[src/hw/rtl/lsci_pkg.sv]
// lsci_pkg: types and constants shared by the LCD serial command interpreter.
// Parse states, command codes, bus codes and the job word passed front to back.
// No dependencies.
`timescale 1ns / 1ps
`default_nettype none

package lsci_pkg;

    typedef enum logic [4:0] {
        ST_IDLE       = 5'd0,
        ST_CMD        = 5'd1,
        ST_COL        = 5'd2,
        ST_ROW        = 5'd3,
        ST_GLYPH_0    = 5'd4,
        ST_GLYPH_1    = 5'd5,
        ST_GLYPH_2    = 5'd6,
        ST_GLYPH_3    = 5'd7,
        ST_GLYPH_4    = 5'd8,
        ST_GLYPH_5    = 5'd9,
        ST_GLYPH_6    = 5'd10,
        ST_GLYPH_7    = 5'd11,
        ST_GLYPH_LAST = 5'd12,
        ST_CONTRAST   = 5'd13,
        ST_BRIGHT     = 5'd14,
        ST_SKIP2      = 5'd15,
        ST_SKIP1      = 5'd16
    } lsci_state_t;

    localparam logic [7:0] PREFIX_BYTE      = 8'd254;
    localparam logic [7:0] CMD_BL_ON        = 8'd66;
    localparam logic [7:0] CMD_BL_OFF       = 8'd70;
    localparam logic [7:0] CMD_GOTO         = 8'd71;
    localparam logic [7:0] CMD_HOME         = 8'd72;
    localparam logic [7:0] CMD_GLYPH        = 8'd78;
    localparam logic [7:0] CMD_CONTRAST     = 8'd80;
    localparam logic [7:0] CMD_GPO_OFF      = 8'd86;
    localparam logic [7:0] CMD_GPO_ON       = 8'd87;
    localparam logic [7:0] CMD_CLEAR        = 8'd88;
    localparam logic [7:0] CMD_GPO_PWM      = 8'd102;
    localparam logic [7:0] CMD_CONTRAST_ALT = 8'd145;
    localparam logic [7:0] CMD_BRIGHT       = 8'd152;
    localparam logic [7:0] CMD_BRIGHT_ALT   = 8'd153;

    localparam logic [7:0] ROW_1 = 8'd1;
    localparam logic [7:0] ROW_2 = 8'd2;
    localparam logic [7:0] ROW_3 = 8'd3;
    localparam logic [7:0] ROW_4 = 8'd4;

    localparam logic [7:0] ROW_BASE_ODD  = 8'd127;
    localparam logic [7:0] ROW_BASE_EVEN = 8'd191;
    localparam logic [7:0] HOME_ADDR     = 8'd128;
    localparam logic [7:0] CGRAM_BASE    = 8'd64;
    localparam logic [7:0] FUNCTION_SET  = 8'h3C;

    localparam logic [7:0] CONTRAST_RESET  = 8'd0;
    localparam logic [7:0] BACKLIGHT_RESET = 8'd255;
    localparam logic [7:0] BL_ON_RESET     = 8'd128;
    localparam logic [7:0] BACKLIGHT_OFF   = 8'd0;

    localparam logic [1:0] KIND_NONE = 2'd0;
    localparam logic [1:0] KIND_INST = 2'd1;
    localparam logic [1:0] KIND_DATA = 2'd2;

    localparam logic [1:0] MASK_NONE  = 2'd0;
    localparam logic [1:0] MASK_UPPER = 2'd1;
    localparam logic [1:0] MASK_LOWER = 2'd2;
    localparam logic [1:0] MASK_BOTH  = 2'd3;

    localparam int         JOB_WORDS = 9;
    localparam logic [3:0] GLYPH_RUN = 4'd9;
    localparam logic [3:0] BRIGHT_RUN = 4'd2;
    localparam logic [3:0] SINGLE_RUN = 4'd1;

    // first word uses first_kind, the rest are data writes
    typedef struct packed {
        logic [1:0]                 first_kind;
        logic [1:0]                 mask;
        logic [3:0]                 count;
        logic [JOB_WORDS-1:0][7:0]  data;
        logic [7:0]                 contrast;
        logic [7:0]                 backlight;
    } lsci_job_t;

endpackage

`default_nettype wire

[src/hw/rtl/lsci_front.sv]
// lsci_front: byte parser. Holds parse state, cursor, glyph buffer, PWM levels.
// Turns each accepted byte into one job word. Uses lsci_pkg.
`timescale 1ns / 1ps
`default_nettype none

module lsci_front (
    input  wire logic               clk,
    input  wire logic               rst_n,
    input  wire logic               accept,
    input  wire logic [7:0]         rx_byte,
    input  wire logic               cfg_we,
    input  wire logic [7:0]         cfg_data,
    output lsci_pkg::lsci_job_t     job
);

    lsci_pkg::lsci_state_t state_reg, state_next;
    logic [1:0] target_reg, target_next;
    logic [7:0] cursor_reg, cursor_next;
    logic [7:0] column_reg, column_next;
    logic [7:0] contrast_reg, contrast_next;
    logic [7:0] backlight_reg, backlight_next;
    logic [7:0] bl_on_reg;
    logic [7:0] glyph_reg [8];
    logic       glyph_we;
    logic [2:0] glyph_idx;

    always_ff @(posedge clk or negedge rst_n)
    begin
        if (!rst_n)
        begin
            state_reg     <= lsci_pkg::ST_IDLE;
            target_reg    <= lsci_pkg::MASK_UPPER;
            cursor_reg    <= '0;
            column_reg    <= '0;
            contrast_reg  <= lsci_pkg::CONTRAST_RESET;
            backlight_reg <= lsci_pkg::BACKLIGHT_RESET;
        end
        else if (accept)
        begin
            state_reg     <= state_next;
            target_reg    <= target_next;
            cursor_reg    <= cursor_next;
            column_reg    <= column_next;
            contrast_reg  <= contrast_next;
            backlight_reg <= backlight_next;
        end
    end

    always_ff @(posedge clk or negedge rst_n)
    begin
        if (!rst_n)
        begin
            bl_on_reg <= lsci_pkg::BL_ON_RESET;
        end
        else if (cfg_we)
        begin
            bl_on_reg <= cfg_data;
        end
    end

    always_ff @(posedge clk)
    begin
        if (accept && glyph_we)
        begin
            glyph_reg[glyph_idx] <= rx_byte;
        end
    end

    always_comb
    begin
        state_next     = lsci_pkg::ST_IDLE;
        target_next    = target_reg;
        cursor_next    = cursor_reg;
        column_next    = column_reg;
        contrast_next  = contrast_reg;
        backlight_next = backlight_reg;
        glyph_we       = 1'b0;
        glyph_idx      = 3'(state_reg - lsci_pkg::ST_GLYPH_0);
        job            = '0;
        job.first_kind = lsci_pkg::KIND_NONE;
        job.mask       = lsci_pkg::MASK_NONE;
        job.count      = lsci_pkg::SINGLE_RUN;

        case (state_reg)
            lsci_pkg::ST_IDLE:
            begin
                if (rx_byte == lsci_pkg::PREFIX_BYTE)
                begin
                    state_next = lsci_pkg::ST_CMD;
                end
                else
                begin
                    job.first_kind = lsci_pkg::KIND_DATA;
                    job.mask       = target_reg;
                    job.data[0]    = rx_byte;
                end
            end
            lsci_pkg::ST_CMD:
            begin
                case (rx_byte)
                    lsci_pkg::CMD_HOME, lsci_pkg::CMD_CLEAR:
                    begin
                        target_next    = lsci_pkg::MASK_UPPER;
                        job.first_kind = lsci_pkg::KIND_INST;
                        job.mask       = lsci_pkg::MASK_UPPER;
                        job.data[0]    = lsci_pkg::HOME_ADDR;
                    end
                    lsci_pkg::CMD_BL_ON:
                    begin
                        backlight_next = bl_on_reg;
                        state_next     = lsci_pkg::ST_SKIP1;
                    end
                    lsci_pkg::CMD_BL_OFF:
                    begin
                        backlight_next = lsci_pkg::BACKLIGHT_OFF;
                    end
                    lsci_pkg::CMD_GOTO:
                    begin
                        state_next = lsci_pkg::ST_COL;
                    end
                    lsci_pkg::CMD_GLYPH:
                    begin
                        state_next = lsci_pkg::ST_GLYPH_0;
                    end
                    lsci_pkg::CMD_CONTRAST, lsci_pkg::CMD_CONTRAST_ALT:
                    begin
                        state_next = lsci_pkg::ST_CONTRAST;
                    end
                    lsci_pkg::CMD_GPO_OFF, lsci_pkg::CMD_GPO_ON:
                    begin
                        state_next = lsci_pkg::ST_SKIP1;
                    end
                    lsci_pkg::CMD_GPO_PWM:
                    begin
                        state_next = lsci_pkg::ST_SKIP2;
                    end
                    lsci_pkg::CMD_BRIGHT, lsci_pkg::CMD_BRIGHT_ALT:
                    begin
                        state_next = lsci_pkg::ST_BRIGHT;
                    end
                    default:
                    begin
                        state_next = lsci_pkg::ST_IDLE;
                    end
                endcase
            end
            lsci_pkg::ST_COL:
            begin
                column_next = rx_byte;
                state_next  = lsci_pkg::ST_ROW;
            end
            lsci_pkg::ST_ROW:
            begin
                case (rx_byte)
                    lsci_pkg::ROW_1:
                    begin
                        cursor_next = lsci_pkg::ROW_BASE_ODD;
                        target_next = lsci_pkg::MASK_UPPER;
                    end
                    lsci_pkg::ROW_2:
                    begin
                        cursor_next = lsci_pkg::ROW_BASE_EVEN;
                        target_next = lsci_pkg::MASK_UPPER;
                    end
                    lsci_pkg::ROW_3:
                    begin
                        cursor_next = lsci_pkg::ROW_BASE_ODD;
                        target_next = lsci_pkg::MASK_LOWER;
                    end
                    lsci_pkg::ROW_4:
                    begin
                        cursor_next = lsci_pkg::ROW_BASE_EVEN;
                        target_next = lsci_pkg::MASK_LOWER;
                    end
                    default:
                    begin
                        cursor_next = cursor_reg;
                    end
                endcase
                cursor_next    = cursor_next + column_reg;
                job.first_kind = lsci_pkg::KIND_INST;
                job.mask       = target_next;
                job.data[0]    = cursor_next;
            end
            lsci_pkg::ST_GLYPH_0, lsci_pkg::ST_GLYPH_1, lsci_pkg::ST_GLYPH_2,
            lsci_pkg::ST_GLYPH_3, lsci_pkg::ST_GLYPH_4, lsci_pkg::ST_GLYPH_5,
            lsci_pkg::ST_GLYPH_6, lsci_pkg::ST_GLYPH_7:
            begin
                glyph_we   = 1'b1;
                state_next = lsci_pkg::lsci_state_t'(5'(state_reg + 5'd1));
            end
            lsci_pkg::ST_GLYPH_LAST:
            begin
                job.first_kind = lsci_pkg::KIND_INST;
                job.mask       = lsci_pkg::MASK_BOTH;
                job.count      = lsci_pkg::GLYPH_RUN;
                job.data[0]    = lsci_pkg::CGRAM_BASE + {glyph_reg[0][4:0], 3'b000};
                for (int i = 1; i < 8; i++)
                begin
                    job.data[i] = glyph_reg[i];
                end
                job.data[8]    = rx_byte;
            end
            lsci_pkg::ST_CONTRAST:
            begin
                contrast_next = ~rx_byte;
            end
            lsci_pkg::ST_BRIGHT:
            begin
                backlight_next = rx_byte;
                job.first_kind = lsci_pkg::KIND_INST;
                job.mask       = lsci_pkg::MASK_BOTH;
                job.count      = lsci_pkg::BRIGHT_RUN;
                job.data[0]    = lsci_pkg::FUNCTION_SET;
                job.data[1]    = {6'b000000, ~rx_byte[7:6]};
            end
            lsci_pkg::ST_SKIP2:
            begin
                state_next = lsci_pkg::ST_SKIP1;
            end
            lsci_pkg::ST_SKIP1:
            begin
                state_next = lsci_pkg::ST_IDLE;
            end
            default:
            begin
                state_next = lsci_pkg::ST_IDLE;
            end
        endcase

        job.contrast  = contrast_next;
        job.backlight = backlight_next;
    end

endmodule

`default_nettype wire

[src/hw/rtl/lsci_queue.sv]
// lsci_queue: short job queue between parser front and bus-write back end.
// Uses lsci_pkg for the job word.
`timescale 1ns / 1ps
`default_nettype none

module lsci_queue #(
    parameter int DEPTH = 2
) (
    input  wire logic                clk,
    input  wire logic                rst_n,
    input  wire logic                wr_en,
    input  wire lsci_pkg::lsci_job_t wr_job,
    output logic                     full,
    input  wire logic                rd_en,
    output logic                     rd_valid,
    output lsci_pkg::lsci_job_t      rd_job
);

    localparam int PTR_W = (DEPTH > 1) ? $clog2(DEPTH) : 1;
    localparam int CNT_W = $clog2(DEPTH + 1);
    localparam logic [PTR_W-1:0] LAST_PTR = PTR_W'(DEPTH - 1);
    localparam logic [CNT_W-1:0] FULL_CNT = CNT_W'(DEPTH);

    lsci_pkg::lsci_job_t entry_reg [DEPTH];
    logic [PTR_W-1:0] wr_ptr_reg, rd_ptr_reg;
    logic [CNT_W-1:0] count_reg, count_next;

    assign full     = (count_reg == FULL_CNT);
    assign rd_valid = (count_reg != '0);
    assign rd_job   = entry_reg[rd_ptr_reg];

    always_comb
    begin
        count_next = count_reg;
        if (wr_en && !(rd_en && rd_valid))
        begin
            count_next = count_reg + CNT_W'(1);
        end
        else if (!wr_en && rd_en && rd_valid)
        begin
            count_next = count_reg - CNT_W'(1);
        end
    end

    always_ff @(posedge clk or negedge rst_n)
    begin
        if (!rst_n)
        begin
            wr_ptr_reg <= '0;
            rd_ptr_reg <= '0;
            count_reg  <= '0;
        end
        else
        begin
            count_reg <= count_next;
            if (wr_en)
            begin
                wr_ptr_reg <= (wr_ptr_reg == LAST_PTR) ? '0 : wr_ptr_reg + PTR_W'(1);
            end
            if (rd_en && rd_valid)
            begin
                rd_ptr_reg <= (rd_ptr_reg == LAST_PTR) ? '0 : rd_ptr_reg + PTR_W'(1);
            end
        end
    end

    always_ff @(posedge clk)
    begin
        if (wr_en)
        begin
            entry_reg[wr_ptr_reg] <= wr_job;
        end
    end

endmodule

`default_nettype wire

[src/hw/rtl/lsci_back.sv]
// lsci_back: expands the head job into bus-write words, one per cycle
// when the output register is free or popped. Uses lsci_pkg.
`timescale 1ns / 1ps
`default_nettype none

module lsci_back (
    input  wire logic                clk,
    input  wire logic                rst_n,
    input  wire logic                job_valid,
    input  wire lsci_pkg::lsci_job_t job,
    output logic                     job_done,
    input  wire logic                pop,
    output logic                     empty,
    output logic [1:0]               bus_kind,
    output logic [1:0]               enable_mask,
    output logic [7:0]               bus_byte,
    output logic [7:0]               contrast_duty,
    output logic [7:0]               backlight_duty,
    output logic                     last_of_run
);

    logic [3:0] idx_reg;
    logic       out_valid_reg;
    logic [1:0] kind_reg;
    logic [1:0] mask_reg;
    logic [7:0] byte_reg;
    logic [7:0] contrast_reg;
    logic [7:0] backlight_reg;
    logic       last_reg;
    logic       out_free;
    logic       issue;
    logic       is_last;

    assign out_free = !out_valid_reg || pop;
    assign issue    = job_valid && out_free;
    assign is_last  = (idx_reg == job.count - 4'd1);
    assign job_done = issue && is_last;

    always_ff @(posedge clk or negedge rst_n)
    begin
        if (!rst_n)
        begin
            idx_reg       <= '0;
            out_valid_reg <= 1'b0;
        end
        else
        begin
            if (issue)
            begin
                idx_reg       <= is_last ? 4'd0 : idx_reg + 4'd1;
                out_valid_reg <= 1'b1;
            end
            else if (pop)
            begin
                out_valid_reg <= 1'b0;
            end
        end
    end

    always_ff @(posedge clk)
    begin
        if (issue)
        begin
            kind_reg      <= (idx_reg == 4'd0) ? job.first_kind : lsci_pkg::KIND_DATA;
            mask_reg      <= job.mask;
            byte_reg      <= job.data[idx_reg];
            contrast_reg  <= job.contrast;
            backlight_reg <= job.backlight;
            last_reg      <= is_last;
        end
    end

    assign empty          = !out_valid_reg;
    assign bus_kind       = kind_reg;
    assign enable_mask    = mask_reg;
    assign bus_byte       = byte_reg;
    assign contrast_duty  = contrast_reg;
    assign backlight_duty = backlight_reg;
    assign last_of_run    = last_reg;

endmodule

`default_nettype wire

[src/hw/rtl/lcd_serial_command_interpreter.sv]
// A job word is queued for each accepted byte; its bus words go to the output
// register. Throughput: one bus word per cycle while pop keeps that register
// free; a byte yields 1 to 9 bus words (glyph 9, brightness 2, others 1).
// QUEUE_DEPTH jobs can wait between parser and output; full while they do.
// Reset: async active low; queue empty, parser idle, PWM levels to defaults.
// Glyph buffer is not reset. Depends on lsci_pkg, lsci_front/queue/back.
`timescale 1ns / 1ps
`default_nettype none

module lcd_serial_command_interpreter #(
    parameter int QUEUE_DEPTH = 2
) (
    input  wire logic       clk,
    input  wire logic       rst_n,
    input  wire logic       push,
    output logic            full,
    input  wire logic [7:0] rx_byte,
    input  wire logic       cfg_valid,
    output logic            cfg_ready,
    input  wire logic [7:0] cfg_data,
    output logic            empty,
    input  wire logic       pop,
    output logic [1:0]      bus_kind,
    output logic [1:0]      enable_mask,
    output logic [7:0]      bus_byte,
    output logic [7:0]      contrast_duty,
    output logic [7:0]      backlight_duty,
    output logic            last_of_run
);

    lsci_pkg::lsci_job_t front_job;
    lsci_pkg::lsci_job_t head_job;
    logic accept;
    logic head_valid;
    logic head_done;

    assign cfg_ready = 1'b1;
    assign accept    = push && !full;

    lsci_front u_front (
        .clk      (clk),
        .rst_n    (rst_n),
        .accept   (accept),
        .rx_byte  (rx_byte),
        .cfg_we   (cfg_valid && cfg_ready),
        .cfg_data (cfg_data),
        .job      (front_job)
    );

    lsci_queue #(
        .DEPTH (QUEUE_DEPTH)
    ) u_queue (
        .clk      (clk),
        .rst_n    (rst_n),
        .wr_en    (accept),
        .wr_job   (front_job),
        .full     (full),
        .rd_en    (head_done),
        .rd_valid (head_valid),
        .rd_job   (head_job)
    );

    lsci_back u_back (
        .clk            (clk),
        .rst_n          (rst_n),
        .job_valid      (head_valid),
        .job            (head_job),
        .job_done       (head_done),
        .pop            (pop),
        .empty          (empty),
        .bus_kind       (bus_kind),
        .enable_mask    (enable_mask),
        .bus_byte       (bus_byte),
        .contrast_duty  (contrast_duty),
        .backlight_duty (backlight_duty),
        .last_of_run    (last_of_run)
    );

endmodule

`default_nettype wire

[config.mk]
export PLATFORM = sky130hd
export DESIGN_NAME = lcd_serial_command_interpreter
export DESIGN_NICKNAME = d
export VERILOG_FILES = /design/src/hw/rtl/lsci_pkg.sv /design/src/hw/rtl/lsci_front.sv /design/src/hw/rtl/lsci_queue.sv /design/src/hw/rtl/lsci_back.sv /design/src/hw/rtl/lcd_serial_command_interpreter.sv
export SDC_FILE = /design/constraint.sdc
export NUM_CORES = 1
export LEC_CHECK = 0
export BUFFER_PORTS_ARGS = -buffer_cell sky130_fd_sc_hd__buf_2
export CORE_MARGIN = 1.5
export CORE_UTILIZATION = 55
export DETAILED_ROUTE_END_ITERATION = 6
export PLACE_DENSITY = 0.74
export RECOVER_POWER = 25
export SKIP_LAST_GASP = 1
export SLEW_MARGIN = 20
export SYNTH_ARGS = -nofsm -noshare
export SYNTH_HDL_FRONTEND = slang
export SYNTH_SLANG_ARGS = --single-unit
export TNS_END_PERCENT = 100
[constraint.sdc]
create_clock -name clk -period 6.1 [get_ports clk]
set_input_delay 0.915 -clock clk [delete_from_list [all_inputs] [get_ports clk]]
set_output_delay 0.915 -clock clk [all_outputs]
set_load 0.005 [all_outputs]
==> flow_summary_export.csv <==
group,metric,value,unit
outcome,status,"complete, but fails checks",
outcome,violations,"capacitance limit, slew limit",
sta,fin_crit,4470,ps
critical_path,crit_path_start_kind,"register",
synthesis,ys.flop_type,"edfxtp_1",
power,power_frac_seq,0.481,
global_routing,grt_max_degree,69,
synthesis,synthArstFlopShare,0.167,
synthesis,yosysWarnings,0,
placed_design,post-dp-hpwl,17.6,mm
die,core_area,0.0252,sq mm
critical_path,cp_slowest_cell,"clkbuf_1",
critical_path,slowest_delay,1690,ps
power,clock_power_share,0.279,
critical_path,end_kind,"register",
routing,drtIter0Drc,550,
hold_path,min_path_type,"register to register",
global_routing,gr-total-overflow,0,
power,netSwitchingFraction,0.289,
placed_design,gp_congestion,0.934,
critical_path,r2r_cells,6,
finish,drive_gt1_frac,0.206,
synthesis,synth_cell_types,61,
sta,rsz0062_at_grt,"no",
clock_network,htree_num_levels,2,
clock_network,ctsRootBufferMaster,"clkbuf_16",
routing,routed_wl,28.4,mm
sta,timing.setup.tns,0,ps
run,maxCapViolations,3,
routing,drc,0,
critical_path,path_cells,"and3b_1, clkbuf_1, nand2_1, nand2_1, o21ai_0, mux2_2",
sta,maxSlewViolCount,164,
placed_design,numPortBuffers,51,
sta,whs,493,ps
synthesis,synth_top_area_frac,0.596,
global_routing,grt_pass1_vias,7913,
routing,ant_nets,0,
sta,skew,12.3,ps
global_routing,grt_pass1_wl,44.4,mm
clock_network,cts.clk_slew.worst_paths,60,ps
power,intPower,4910,uW
die,die_height,163,um
power,cellPowerDensity,441,mW/mm^2
critical_path,critPathMaxFanout,63,
sta,setup_viol,0,
clock_network,cts_hold_buf,0,
power,power_frac_comb,0.239,
sta,setup_ws,1630,ps
routing,vias,7744,
clock_network,worst_skew_pair.late_latency,520,ps
synthesis,synth_fp_nets,927,
die,die_area,0.0266,sq mm
finish,final_nets,971,
power,p_sw,2000,uW
synthesis,synth_common_cells,"edfxtp_1, and3_1, nand2_1",
die,die_w,163,um
sta,max_slew_margin,-1.16,
synthesis,syn_inst,889,
clock_network,cts_sinks,336,
global_routing,grt_use_total,0.223,
finish,insertedDiodeCount,0,
die,start_util,0.560,
critical_path,required,6500,ps
synthesis,yosysMostFrequentCell,"edfxtp_1",
die,core.rowCount,58,
power,p_total,6910,uW
clock_network,numCtsBuffers,34,
finish,synthToLayoutAreaGrowth,11.0,%
power,peakVddDrop,245,uV
power,power_leakage,0.00593,uW
synthesis,synth-seq-cells,336,
routing,firstDrtPassIters,4,
synthesis,syn_area_per_cell,15.9,sq um
placed_design,dp_slack,2060,ps
die,io_pins,53,
synthesis,synth_edf_count,280,
synthesis,yosysSeqAreaShare,0.696,
critical_path,crit_type,"register to register",
clock_network,cts.path.max_buffers,3,
sta,worst_slew_pin_slew,3240,ps
synthesis,ys_top_cells_by_area,"edfxtp_1, dfrtp_1, mux4_2",
global_routing,antenna_found_initial,0,
routing,wl_per_cell,22.1,um
critical_path,cp.arrival,4870,ps
sta,timing.fmax,224,MHz
clock_network,cts_resized,0,
sta,fin_crit_sh,0.733,
sta,hold_viol,0,
finish,largest_reg_flops,190,
clock_network,post_cts_buffers,0,
hold_path,hold_path_depth,2,
synthesis,syn_area,0.0141,sq mm
synthesis,synth_area_leader_cell,"edfxtp_1",
critical_path,cpMostUsedCell,"nand2_1",
routing,viasPerCell,6.02,
clock_network,cts_tree,"built",
-- cell type report --
cell class / count / area, sq um
Timing Repair Buffer: 61 / 312
Tap cell: 330 / 413
Multi-Input combinational cell: 478 / 4000
Sequential cell: 336 / 9820
Clock inverter: 13 / 108
Clock buffer: 47 / 931
Fill cell: 1805 / 9510
Inverter: 22 / 82.6
-- layout by cell type (no fill, tap or decap), drive strengths merged, types with 23 or more instances in the layout --
| master | count |
|---|---|
| mux4 | 40 |
| buf | 50 |
| o21ai | 37 |
| nand2 | 64 |
| mux2i | 23 |
| dfrtp | 46 |
| and3 | 64 |
| mux2 | 45 |
| nor2 | 32 |
| clkbuf | 58 |
| edfxtp | 280 |
-- metal layers --
layer	global-route usage	routed length [um]
met1	0.296	11700
met2	0.383	14600
met3	0.0300	1560
met4	0.0684	528
met5	0	0
-- final timing paths --
| check | start | end | slack [ps] |
|---|---|---|---|
| worst max register to register | u_front.state_reg[2] | u_front.contrast_reg[7] | 1630 |
| min in group asynchronous | rst_n | u_front.bl_on_reg[4] | 1590 |
| max in group asynchronous | rst_n | u_queue.count_reg[0] | 2690 |
| worst min register to register | u_back.out_valid_reg | u_back.out_valid_reg | 490 |
| worst max-delay path | u_front.state_reg[2] | u_front.contrast_reg[7] | 1630 |
| worst min-delay path | u_back.out_valid_reg | u_back.out_valid_reg | 490 |
-- cells by family (layout without fill, tap and decap cells) --
kind of cell | after synthesis | after routing | synth area share
DFF | 336 | 336 | 0.696
other | 1 | 1 | 0.000266
AOI/OAI and AO/OA | 106 | 106 | 0.0494
xor gates and xnor gates | 17 | 17 | 0.0115
muxes | 108 | 108 | 0.116
adders and majority gates | 17 | 17 | 0.0156
and+or+nand+nor | 229 | 229 | 0.0880
buffers and inverters | 75 | 143 | 0.0231
-- power groups by stage --
stage / Clock, uW / Combinational, uW / Sequential [uW]
after CTS: 1960 / 1660 / 3330
after global routing: 2050 / 1800 / 3380
after floorplan: 0 / 1250 / 3260
after global placement: 0 / 1620 / 3350
after detailed placement: 0 / 1650 / 3370
final: 1930 / 1650 / 3320
-- critical path, delay by kind of cell, from the launching register on --
kind | cells | cell delay, ps
AND/OR/NAND/NOR | 3 | 1350
multiplexers | 1 | 400
buffers and inverters | 1 | 1690
AO/OA/AOI/OAI | 1 | 240
flip-flops | 1 | 660
-- per-stage QoR --
| step | cell area [sq um] | util | cells |
|---|---|---|---|
| detailed placement | 14700 | 0.582 | 1227 |
| global placement | 14700 | 0.582 | 1227 |
| finish | 15700 | 0.622 | 1287 |
| CTS | 15700 | 0.623 | 1287 |
| global route | 15700 | 0.622 | 1287 |
| floorplan | 14100 | - | 889 |
(Power assumes the default switching activity.)
